==> src/design/btffa_pkg.sv <==
// Shared types for the boundary-tag first-fit allocator.
// Holds operation and status codes, the controller states and the
// command and status structs between the controller and the datapath.
package btffa_pkg;

  localparam int BTFFA_ARENA_WORDS = 4096;

  typedef enum logic [1:0] {
    OP_ALLOC  = 2'd0,
    OP_FREE   = 2'd1,
    OP_EXTEND = 2'd2,
    OP_RSVD   = 2'd3
  } op_t;

  typedef enum logic [1:0] {
    ST_OK      = 2'd0,
    ST_NOFIT   = 2'd1,
    ST_BADADDR = 2'd2,
    ST_BADEXT  = 2'd3
  } status_t;

  typedef enum logic [4:0] {
    DC_IDLE,
    DC_LOAD,
    DC_INIT_HEAD,
    DC_INIT_TAIL,
    DC_RD_H,
    DC_RD_PREV,
    DC_RD_NEXT,
    DC_RD_LAST,
    DC_ADV,
    DC_TAKE,
    DC_MRG_PREV,
    DC_MRG_NEXT,
    DC_X_USED,
    DC_X_FREE,
    DC_SPLIT,
    DC_WR_UHEAD,
    DC_WR_UTAIL,
    DC_WR_NHEAD,
    DC_WR_NTAIL,
    DC_WR_FHEAD,
    DC_WR_FTAIL,
    DC_FIN
  } dp_cmd_t;

  typedef enum logic [4:0] {
    S_INIT_H,
    S_INIT_T,
    S_IDLE,
    S_DEC,
    S_A_RD,
    S_A_CHK,
    S_A_SEL,
    S_WU_H,
    S_WU_T,
    S_WN_H,
    S_WN_T,
    S_SPLIT,
    S_F_RD,
    S_F_CHK,
    S_F_PRV,
    S_F_PCHK,
    S_F_NXT,
    S_F_NCHK,
    S_X_RD,
    S_X_CHK,
    S_WF_H,
    S_WF_T,
    S_FIN
  } state_t;

  typedef struct packed {
    dp_cmd_t cmd;
    status_t code;
  } dp_ctl_t;

  typedef struct packed {
    op_t  op;
    logic n_zero;
    logic n_lt2;
    logic ext_bad;
    logic addr_bad;
    logic rused;
    logic fit;
    logic walk_end;
    logic next_out;
    logic full_take;
    logic hit;
    logic miss;
    logic h_zero;
    logic t_last;
  } dp_stat_t;

endpackage

==> src/design/btffa_ctrl.sv <==
// Controller state machine of the allocator.
// Depends on btffa_pkg; drives datapath commands and the handshakes.
module btffa_ctrl (
  input  logic               clk,
  input  logic               rst_n,
  input  logic               cfg_wr_en,
  input  logic               in_valid,
  output logic               in_stall,
  output logic               out_valid,
  input  logic               out_stall,
  input  btffa_pkg::dp_stat_t stat,
  output btffa_pkg::dp_ctl_t  ctl
);
  import btffa_pkg::*;

  state_t  state_r, state_nxt;
  status_t code_r, code_nxt;
  logic    out_valid_r, out_valid_nxt;
  logic    out_busy;
  logic    accept;

  assign out_busy  = out_valid_r && out_stall;
  assign in_stall  = (state_r != S_IDLE) || cfg_wr_en;
  assign accept    = in_valid && !in_stall;
  assign out_valid = out_valid_r;

  // next state
  always_comb begin
    state_nxt = state_r;
    code_nxt  = code_r;
    unique case (state_r)
      S_INIT_H: state_nxt = S_INIT_T;
      S_INIT_T: state_nxt = S_IDLE;
      S_IDLE: begin
        if (cfg_wr_en) begin
          state_nxt = S_INIT_H;
        end else if (accept) begin
          state_nxt = S_DEC;
        end
      end
      S_DEC: begin
        code_nxt = ST_OK;
        unique case (stat.op)
          OP_ALLOC: begin
            if (stat.n_zero) begin
              code_nxt  = ST_NOFIT;
              state_nxt = S_FIN;
            end else begin
              state_nxt = S_A_RD;
            end
          end
          OP_FREE: begin
            if (stat.addr_bad) begin
              code_nxt  = ST_BADADDR;
              state_nxt = S_FIN;
            end else begin
              state_nxt = S_F_RD;
            end
          end
          OP_EXTEND: begin
            if (stat.n_zero || stat.ext_bad) begin
              code_nxt  = ST_BADEXT;
              state_nxt = S_FIN;
            end else begin
              state_nxt = S_X_RD;
            end
          end
          default: begin
            code_nxt  = ST_BADEXT;
            state_nxt = S_FIN;
          end
        endcase
      end
      S_A_RD: state_nxt = S_A_CHK;
      S_A_CHK: begin
        if (stat.fit) begin
          state_nxt = S_A_SEL;
        end else if (stat.walk_end || stat.next_out) begin
          code_nxt  = ST_NOFIT;
          state_nxt = S_FIN;
        end else begin
          state_nxt = S_A_RD;
        end
      end
      S_A_SEL: state_nxt = stat.full_take ? S_WU_H : S_WN_H;
      S_WU_H:  state_nxt = S_WU_T;
      S_WU_T:  state_nxt = S_FIN;
      S_WN_H:  state_nxt = S_WN_T;
      S_WN_T:  state_nxt = S_SPLIT;
      S_SPLIT: state_nxt = S_WF_H;
      S_F_RD:  state_nxt = S_F_CHK;
      S_F_CHK: begin
        if (stat.hit) begin
          if (!stat.rused) begin
            code_nxt  = ST_BADADDR;
            state_nxt = S_FIN;
          end else begin
            state_nxt = S_F_PRV;
          end
        end else if (stat.miss || stat.walk_end || stat.next_out) begin
          code_nxt  = ST_BADADDR;
          state_nxt = S_FIN;
        end else begin
          state_nxt = S_F_RD;
        end
      end
      S_F_PRV:  state_nxt = stat.h_zero ? S_F_NXT : S_F_PCHK;
      S_F_PCHK: state_nxt = S_F_NXT;
      S_F_NXT:  state_nxt = stat.t_last ? S_WF_H : S_F_NCHK;
      S_F_NCHK: state_nxt = S_WF_H;
      S_X_RD:   state_nxt = S_X_CHK;
      S_X_CHK: begin
        if (stat.rused && stat.n_lt2) begin
          code_nxt  = ST_BADEXT;
          state_nxt = S_FIN;
        end else begin
          state_nxt = S_WF_H;
        end
      end
      S_WF_H: state_nxt = S_WF_T;
      S_WF_T: state_nxt = S_FIN;
      S_FIN: begin
        if (!out_busy) begin
          state_nxt = S_IDLE;
        end
      end
      default: state_nxt = S_IDLE;
    endcase
  end

  // datapath commands
  always_comb begin
    ctl.cmd  = DC_IDLE;
    ctl.code = code_r;
    unique case (state_r)
      S_INIT_H: ctl.cmd = DC_INIT_HEAD;
      S_INIT_T: ctl.cmd = DC_INIT_TAIL;
      S_IDLE:   ctl.cmd = accept ? DC_LOAD : DC_IDLE;
      S_A_RD:   ctl.cmd = DC_RD_H;
      S_A_CHK: begin
        if (stat.fit) begin
          ctl.cmd = DC_TAKE;
        end else if (!(stat.walk_end || stat.next_out)) begin
          ctl.cmd = DC_ADV;
        end
      end
      S_WU_H:  ctl.cmd = DC_WR_UHEAD;
      S_WU_T:  ctl.cmd = DC_WR_UTAIL;
      S_WN_H:  ctl.cmd = DC_WR_NHEAD;
      S_WN_T:  ctl.cmd = DC_WR_NTAIL;
      S_SPLIT: ctl.cmd = DC_SPLIT;
      S_F_RD:  ctl.cmd = DC_RD_H;
      S_F_CHK: begin
        if (stat.hit) begin
          ctl.cmd = stat.rused ? DC_TAKE : DC_IDLE;
        end else if (!(stat.miss || stat.walk_end || stat.next_out)) begin
          ctl.cmd = DC_ADV;
        end
      end
      S_F_PRV:  ctl.cmd = stat.h_zero ? DC_IDLE : DC_RD_PREV;
      S_F_PCHK: ctl.cmd = stat.rused ? DC_IDLE : DC_MRG_PREV;
      S_F_NXT:  ctl.cmd = stat.t_last ? DC_IDLE : DC_RD_NEXT;
      S_F_NCHK: ctl.cmd = stat.rused ? DC_IDLE : DC_MRG_NEXT;
      S_X_RD:   ctl.cmd = DC_RD_LAST;
      S_X_CHK: begin
        if (!stat.rused) begin
          ctl.cmd = DC_X_FREE;
        end else if (!stat.n_lt2) begin
          ctl.cmd = DC_X_USED;
        end
      end
      S_WF_H: ctl.cmd = DC_WR_FHEAD;
      S_WF_T: ctl.cmd = DC_WR_FTAIL;
      S_FIN:  ctl.cmd = out_busy ? DC_IDLE : DC_FIN;
      default: ctl.cmd = DC_IDLE;
    endcase
  end

  // hold the result valid until taken
  always_comb begin
    out_valid_nxt = out_busy;
    if (state_r == S_FIN && !out_busy) begin
      out_valid_nxt = 1'b1;
    end
  end

  always_ff @(posedge clk) begin
    if (!rst_n) begin
      state_r     <= S_INIT_H;
      code_r      <= ST_OK;
      out_valid_r <= 1'b0;
    end else begin
      state_r     <= state_nxt;
      code_r      <= code_nxt;
      out_valid_r <= out_valid_nxt;
    end
  end

  // an accepted request is decoded next
  a_accept_dec: assert property (@(posedge clk) disable iff (!rst_n)
    accept |=> state_r == S_DEC) else $error("request not decoded");

  // a finished request waits while the output is occupied
  a_fin_hold: assert property (@(posedge clk) disable iff (!rst_n)
    (state_r == S_FIN && out_valid_r && out_stall) |=> state_r == S_FIN)
    else $error("result overwritten");

  // a new result appears only out of the finish state
  a_out_src: assert property (@(posedge clk) disable iff (!rst_n)
    (out_valid_r && !$past(out_valid_r)) |-> $past(state_r) == S_FIN)
    else $error("result without finish");

  // tag initialization writes head then tail
  a_init_seq: assert property (@(posedge clk) disable iff (!rst_n)
    state_r == S_INIT_H |=> state_r == S_INIT_T)
    else $error("init sequence broken");

endmodule

==> config.mk <==
export PLATFORM = sky130hd
export DESIGN_NAME = btffa_ctrl
export DESIGN_NICKNAME = d
export VERILOG_FILES = /design/src/design/btffa_pkg.sv /design/src/design/btffa_ctrl.sv
export SDC_FILE = /design/constraint.sdc
export NUM_CORES = 1
export LEC_CHECK = 0
export BUFFER_PORTS_ARGS = -buffer_cell sky130_fd_sc_hd__buf_2
export CAP_MARGIN = 20
export CORE_ASPECT_RATIO = 0.8
export CORE_UTILIZATION = 34
export CTS_CLUSTER_DIAMETER = 150
export DETAILED_ROUTE_END_ITERATION = 10
export GPL_ROUTABILITY_DRIVEN = 0
export PLACE_DENSITY = 0.57
export RECOVER_POWER = 100
export SLEW_MARGIN = 20
export SYNTH_ARGS = -nofsm -noshare
export SYNTH_HDL_FRONTEND = slang
export SYNTH_SLANG_ARGS = --single-unit
==> constraint.sdc <==
create_clock -name clk -period 2.5 [get_ports clk]
set_input_delay 0.25 -clock clk [delete_from_list [all_inputs] [get_ports clk]]
set_output_delay 0.25 -clock clk [all_outputs]
set_load 0.02 [all_outputs]
==> reports/results.ini, run 1 <==
[run_status]
outcome=completed

[cells_and_area]
area_delta_synth_final_pct=16.6
final_nets=202
antenna_cells=0
drive_gt1_share_pct=17.8
design_area_sq_um=1290

[synthesis]
yosysTopAreaCellShare_pct=14.5
seq_area_frac_synth_pct=14.5
yosysWarnings=0
avgSynthCellArea_sq_um=6.99
async_reset_ff_share_pct=0
syn_nets=178
yosys.area.top_type=dfxtp_1
synth_area_leaders=dfxtp_1 (14%), nor2b_1 (5.7%), a21oi_1 (5.0%)
synthTopCellsByCount=a21oi_1 (11), nand2_1 (11), o21ai_0 (11)
synth_ff_type=dfxtp_1
syn-cell-area_sq_um=1100
synth_cell_types=50
synth-seq-cells=8
synth_edf_count=0
synthCells=158

[global_routing]
grt_usage_pct=20.4
antenna_found_initial=0
grt_pass1_vias=1112
grt_max_degree=27
grt_overflow_total=0
grt_pass1_wl_mm=5.40

[clock_network]
clock-sinks=8
cts_resized=0
cts-htree-levels=1
cts_tree=yes
cts.reportedPaths.clkPinSlew_ps=40
clockBufferDepth=2
post_cts_buffers=0
clk_latency_ps=230
holdBufCountCts=0
cts_buffers=3
root_buffer=clkbuf_8

[place]
place_area_sq_um=1260
dp_hpwl_mm=2.57
portBuffers=28

[detailed_routing]
drc=0
first_pass_iters=4
vias_per_cell=5.93
initialDrtViolationCount=110
route.vias.total=1305
totalWireLength_mm=3.37
routedWlPerCell_um=15.3
ant_nets=0

[sta]
slew_headroom_pct=46.1
setup_violations=0
post-route-period-util_pct=94.0
final-max-slew-violation-count=0
tightest_slew_ps=808
rsz0062_at_grt=no
finalHoldViolations=0
period_minus_slack_ps=2350
max_freq_mhz=426
skew_ps=1.33
finalSetupTns_ps=0

[setup_path]
required_ps=2250
crit_chain=or4b_2 -> nor2_1 -> o21ai_0 -> nand4_1 -> clkbuf_1
critical_path.startpoint=state_r[3]$_SDFFE_PN0P_
end_kind=primary output
cp_max_fo=26
crit_slowest_cell=or4b_2
critPathLaunchType=flip-flop
path_delay_family=simple AND/OR/NAND/NOR gates
cp_num_buf_inv=1
ff2ff_setup_slack_ps=420
reg2reg_from=state_r[3]$_SDFFE_PN0P_
worstSetupPathType=reg2out
slowest_delay_ps=750
cp_data_arrival_time_ps=2100

[floorplan]
die_w_um=65.7
rows=18
initial_core_util_pct=35.8
die_area_sq_um=3480
fp.coreArea_sq_um=3090
pin_count=29
chipHeight_um=53.0

[power]
p_total_uw=1050
powerDensity_nw_per_um2=817
p_leak_uw=0.000473
peakVddDrop_uv=340

[min_path]
holdCritStartpoint=out_stall
hp-class=in2reg

[flow_run]
max-cap-violations=0

[worst paths after layout]
kind                                           endpoint  cells past startpoint
worst max-delay path                             ctl[5]                      5
worst min-delay path               out_valid$_SDFF_PN0_                      3
worst max register to register  state_r[1]$_SDFFE_PN0P_                      4
worst min register to register     out_valid$_SDFF_PN0_                      2
[area by class of cell]
type	count	area, sq um
multi-input combinational	130	853
tap	40	50.0
timing repair buffer	31	154
sequential	8	160
clock buffer	3	41.3
inverter	8	30.0
fill	333	1800
[cell families after synthesis]
family / after synthesis / share of synthesized area [%]
flops: 8 / 14.5
buf+inv: 20 / 8.27
simple gates: 73 / 38.7
compound gates: 53 / 35.1
xor+xnor: 2 / 1.59
mux: 2 / 1.81
[stage by stage]
| stage | utilization [%] | cells | hold WS (ps) | setup WS [ps] |
|---|---|---|---|---|
| 4_1_cts | 42.1 | 220 | 268 | 241 |
| 6_report | 41.8 | 220 | 275 | 150 |
| 3_3_place_gp | 40.7 | 217 | 462 | 478 |
| 5_1_grt | 41.8 | 220 | 280 | 29.0 |
| 2_1_floorplan | - | 158 | 383 | 786 |
| 3_5_place_dp | 40.7 | 217 | 470 | 469 |
[flip-flops by register name (all words and copies together) (netlist names)]
signal,count
state_r,5
code_r,2
out_valid,1
[report_power, final]
part,switching (uW),internal [uW]
Combinational,365,262
Sequential,108,161
Clock,52.1,104
[tightest hold or removal path, stage by stage]
cell,delay (ps)
buf_2,100
nand2_1,50
a21oi_1,50
[metal layers]
metal / part of all wire [%] / vias to the layer above / track usage [%]
met5: 0 / - / 0
met4: 0 / 0 / 1.09
met3: 7.0 / 0 / 5.39
met2: 43 / 54 / 30.8
met1: 50 / 598 / 29.8
li1: - / 653 / -
[cell usage in the layout, fill, tap and decap left out, drive strengths merged, types with 3 or more instances in the layout]
| cell | n |
|---|---|
| nand3 | 4 |
| and2 | 3 |
| o2bb2a | 3 |
| inv | 8 |
| a21oi | 11 |
| nor2b | 10 |
| o21ai | 11 |
| nand4b | 3 |
| nand4 | 6 |
| dfxtp | 8 |
| nor2 | 10 |
| nor3 | 4 |
| nor3b | 3 |
| nand2b | 5 |
| o41a | 3 |
| buf | 23 |
| clkbuf | 11 |
| nand2 | 11 |
Note: power is estimated with default switching activity, not from simulation.
==> run 2: changes to the inputs <==
Settings changed: ABC_AREA set to 1.
==> reports/results.ini, run 2 <==
[floorplan]
initial_core_util_pct=37.2  ; +1.4 points
chipHeight_um=52.1  ; -1.6%
die_w_um=64.7  ; -1.6%
rows=17  ; -1
fp.coreArea_sq_um=2870  ; -6.9%
pin_count=29  ; unchanged
die_area_sq_um=3370  ; -3.2%

[detailed_routing]
drc=0  ; unchanged
initialDrtViolationCount=133  ; +21%
first_pass_iters=4  ; unchanged
ant_nets=0  ; unchanged
routedWlPerCell_um=12.8  ; -17%
route.vias.total=1427  ; +9.3%
vias_per_cell=5.17  ; -13%
totalWireLength_mm=3.53  ; +4.7%

[setup_path]
path_delay_family=flip-flops
slowest_delay_ps=620  ; -130 ps
cp_data_arrival_time_ps=2000  ; -100 ps
cp_max_fo=14  ; -46%
cp_num_buf_inv=2  ; +1
crit_slowest_cell=dfxtp_1
cpMostUsedCell=nand2_1
crit_chain=inv_1 -> nand2_1 -> nor2_1 -> nand2_1 -> nand2_1 -> a21oi_1 -> nand4_1 -> clkbuf_1
worstSetupPathType=reg2out
critPathLaunchType=flip-flop
end_kind=primary output
required_ps=2250  ; about the same

[clock_network]
cts-htree-levels=1  ; unchanged
cts.reportedPaths.clkPinSlew_ps=40  ; about the same
post_cts_buffers=0  ; unchanged
clockBufferDepth=2  ; unchanged
cts_buffers=3  ; unchanged
clock-sinks=8  ; unchanged
holdBufCountCts=0  ; unchanged
cts_tree=yes
root_buffer=clkbuf_8
clk_latency_ps=230  ; about the same
cts_resized=0  ; unchanged

[synthesis]
synthTopCellsByCount=nand2_1 (58), nor2_1 (39), nand3_1 (31)
synth_edf_count=0  ; unchanged
syn-cell-area_sq_um=1070  ; -3.3%
async_reset_ff_share_pct=0  ; unchanged
synth_cell_types=23  ; -54%
seq_area_frac_synth_pct=15.0  ; +0.49 points
yosysWarnings=0  ; unchanged
yosysTopAreaCellShare_pct=20.4  ; +5.9 points
synthCells=208  ; +32%
synth_ff_type=dfxtp_1
yosys.area.top_type=nand2_1
synth.most_common_cell=nand2_1
synth_area_leaders=nand2_1 (20%), dfxtp_1 (15%), nand3_1 (15%)
synth-seq-cells=8  ; unchanged
avgSynthCellArea_sq_um=5.14  ; -27%
syn_nets=228  ; +28%

[cells_and_area]
antenna_cells=0  ; unchanged
drive_gt1_share_pct=16.8  ; -0.97 points
multi_input_area_sq_um=790  ; -7.5%
regArea_sq_um=160  ; unchanged
final_util_pct=44.2  ; +2.5 points
largest_reg_flops=5  ; unchanged
final_nets=260  ; +29%
area_delta_synth_final_pct=18.9
fill_cells=357  ; +7.2%
layout_commonest_cell=nand2_1
top_register=state_r
mostFrequentLayoutCells=nand2_1 (59), nor2_1 (42), nand3_1 (31)

[power]
p_clk_share_pct=14.4  ; -0.5 points
power_switching_uw=630  ; +20%
power.internal_uw=493  ; -6.5%
powerDensity_nw_per_um2=884  ; +8.2%
combPwrFrac_pct=64.5  ; +5.0 points
sw_frac_of_total_pct=56.1  ; +6.2 points
p_seq_share_pct=21.0  ; -4.6 points
p_leak_uw=0.000733  ; +55%
peakVddDrop_uv=440  ; +30%

[sta]
finalSetupTns_ps=0  ; unchanged
final-max-slew-violation-count=0  ; unchanged
max_freq_mhz=445  ; +4.6%
post-route-period-util_pct=89.9  ; -4.1 points
skew_ps=1.50  ; +0.165 ps
period_minus_slack_ps=2250  ; -103 ps
rsz0062_at_grt=no
finalHoldViolations=0  ; unchanged
slew_headroom_pct=67.2  ; +21 points
tightest_slew_ps=491  ; -317 ps
setup_violations=0  ; unchanged

[global_routing]
grt_pass1_wl_mm=5.84  ; +8.2%
met3_usage_pct=3.29  ; -2.1 points
top_usage_layer=met2
met1_usage_pct=33.3  ; +3.6 points
grt_pass1_vias=1290  ; +16%
grt_max_degree=15  ; -44%
grt_overflow_total=0  ; unchanged
grt_use_met2_pct=33.5  ; +2.7 points
grt_usage_pct=23.3  ; +2.9 points
antenna_found_initial=0  ; unchanged

[run_status]
outcome=completed

[flow_run]
max-cap-violations=0  ; unchanged

[place]
dp_hpwl_mm=2.90  ; +13%
portBuffers=28  ; unchanged

[min_path]
hp-class=in2reg

-- run 2: per-layer routing --
metal / routed length [um] / up-vias
met5: 0 / -
met4: 79 / 0
met3: 402 / 9
met2: 1390 / 78
met1: 1660 / 605
li1: - / 735
-- run 2: area by class of cell --
class / count / area share [%]
sequential: 8 / 12.6
tap: 38 / 3.74
timing repair buffer: 28 / 10.2
clock buffer: 3 / 3.25
multi-input combinational: 172 / 62.2
inverter: 27 / 7.98
-- run 2: cells by family after synthesis --
group	synth area share, %
AO/OA/AOI/OAI	10.8
buffers and inverters	10.2
flip-flops	15.0
AND/OR/NAND/NOR	64.1
-- run 2: final timing paths --
| check | slack (ps) | endpoint | depth (start not counted) | start |
|---|---|---|---|---|
| max | 250 | ctl[4] | 8 | state_r[4]$_SDFFE_PN0P_ |
| min | 250 | state_r[2]$_SDFFE_PN0P_ | 3 | rst_n |
| max reg2reg | 690 | state_r[2]$_SDFFE_PN0P_ | 7 | state_r[4]$_SDFFE_PN0P_ |
| min reg2reg | 480 | code_r[0]$_SDFFE_PN0P_ | 2 | code_r[0]$_SDFFE_PN0P_ |
-- run 2: stage by stage --
step / power [uW] / cell area, sq um / hold slack, ps / setup WS, ps / cells
3_5_place_dp: 972 / 1250 / 473 / 674 / 273
3_3_place_gp: 985 / 1250 / 476 / 635 / 273
6_report: 1120 / 1270 / 247 / 254 / 276
4_1_cts: 1140 / 1290 / 250 / 413 / 276
2_1_floorplan: 766 / 1070 / 348 / 991 / 208
5_1_grt: 1220 / 1270 / 279 / 159 / 276
-- run 2: worst reg2reg max path: stages, from the launching register on --
cell and delay (ps):
dfxtp_1 620, inv_1 260, nand3_1 190, nand2_1 90
nor3_1 310, nand3_1 130, nand2_1 80, inv_1 30
-- run 2: power by group through the flow --
| stage | Clock (uW) | Combinational (uW) | Sequential (uW) |
|---|---|---|---|
| after floorplan | 0 | 539 | 227 |
| after CTS | 167 | 738 | 234 |
| final | 162 | 725 | 236 |
| after detailed placement | 0 | 736 | 236 |
| after global routing | 168 | 808 | 241 |
| after global placement | 0 | 748 | 237 |
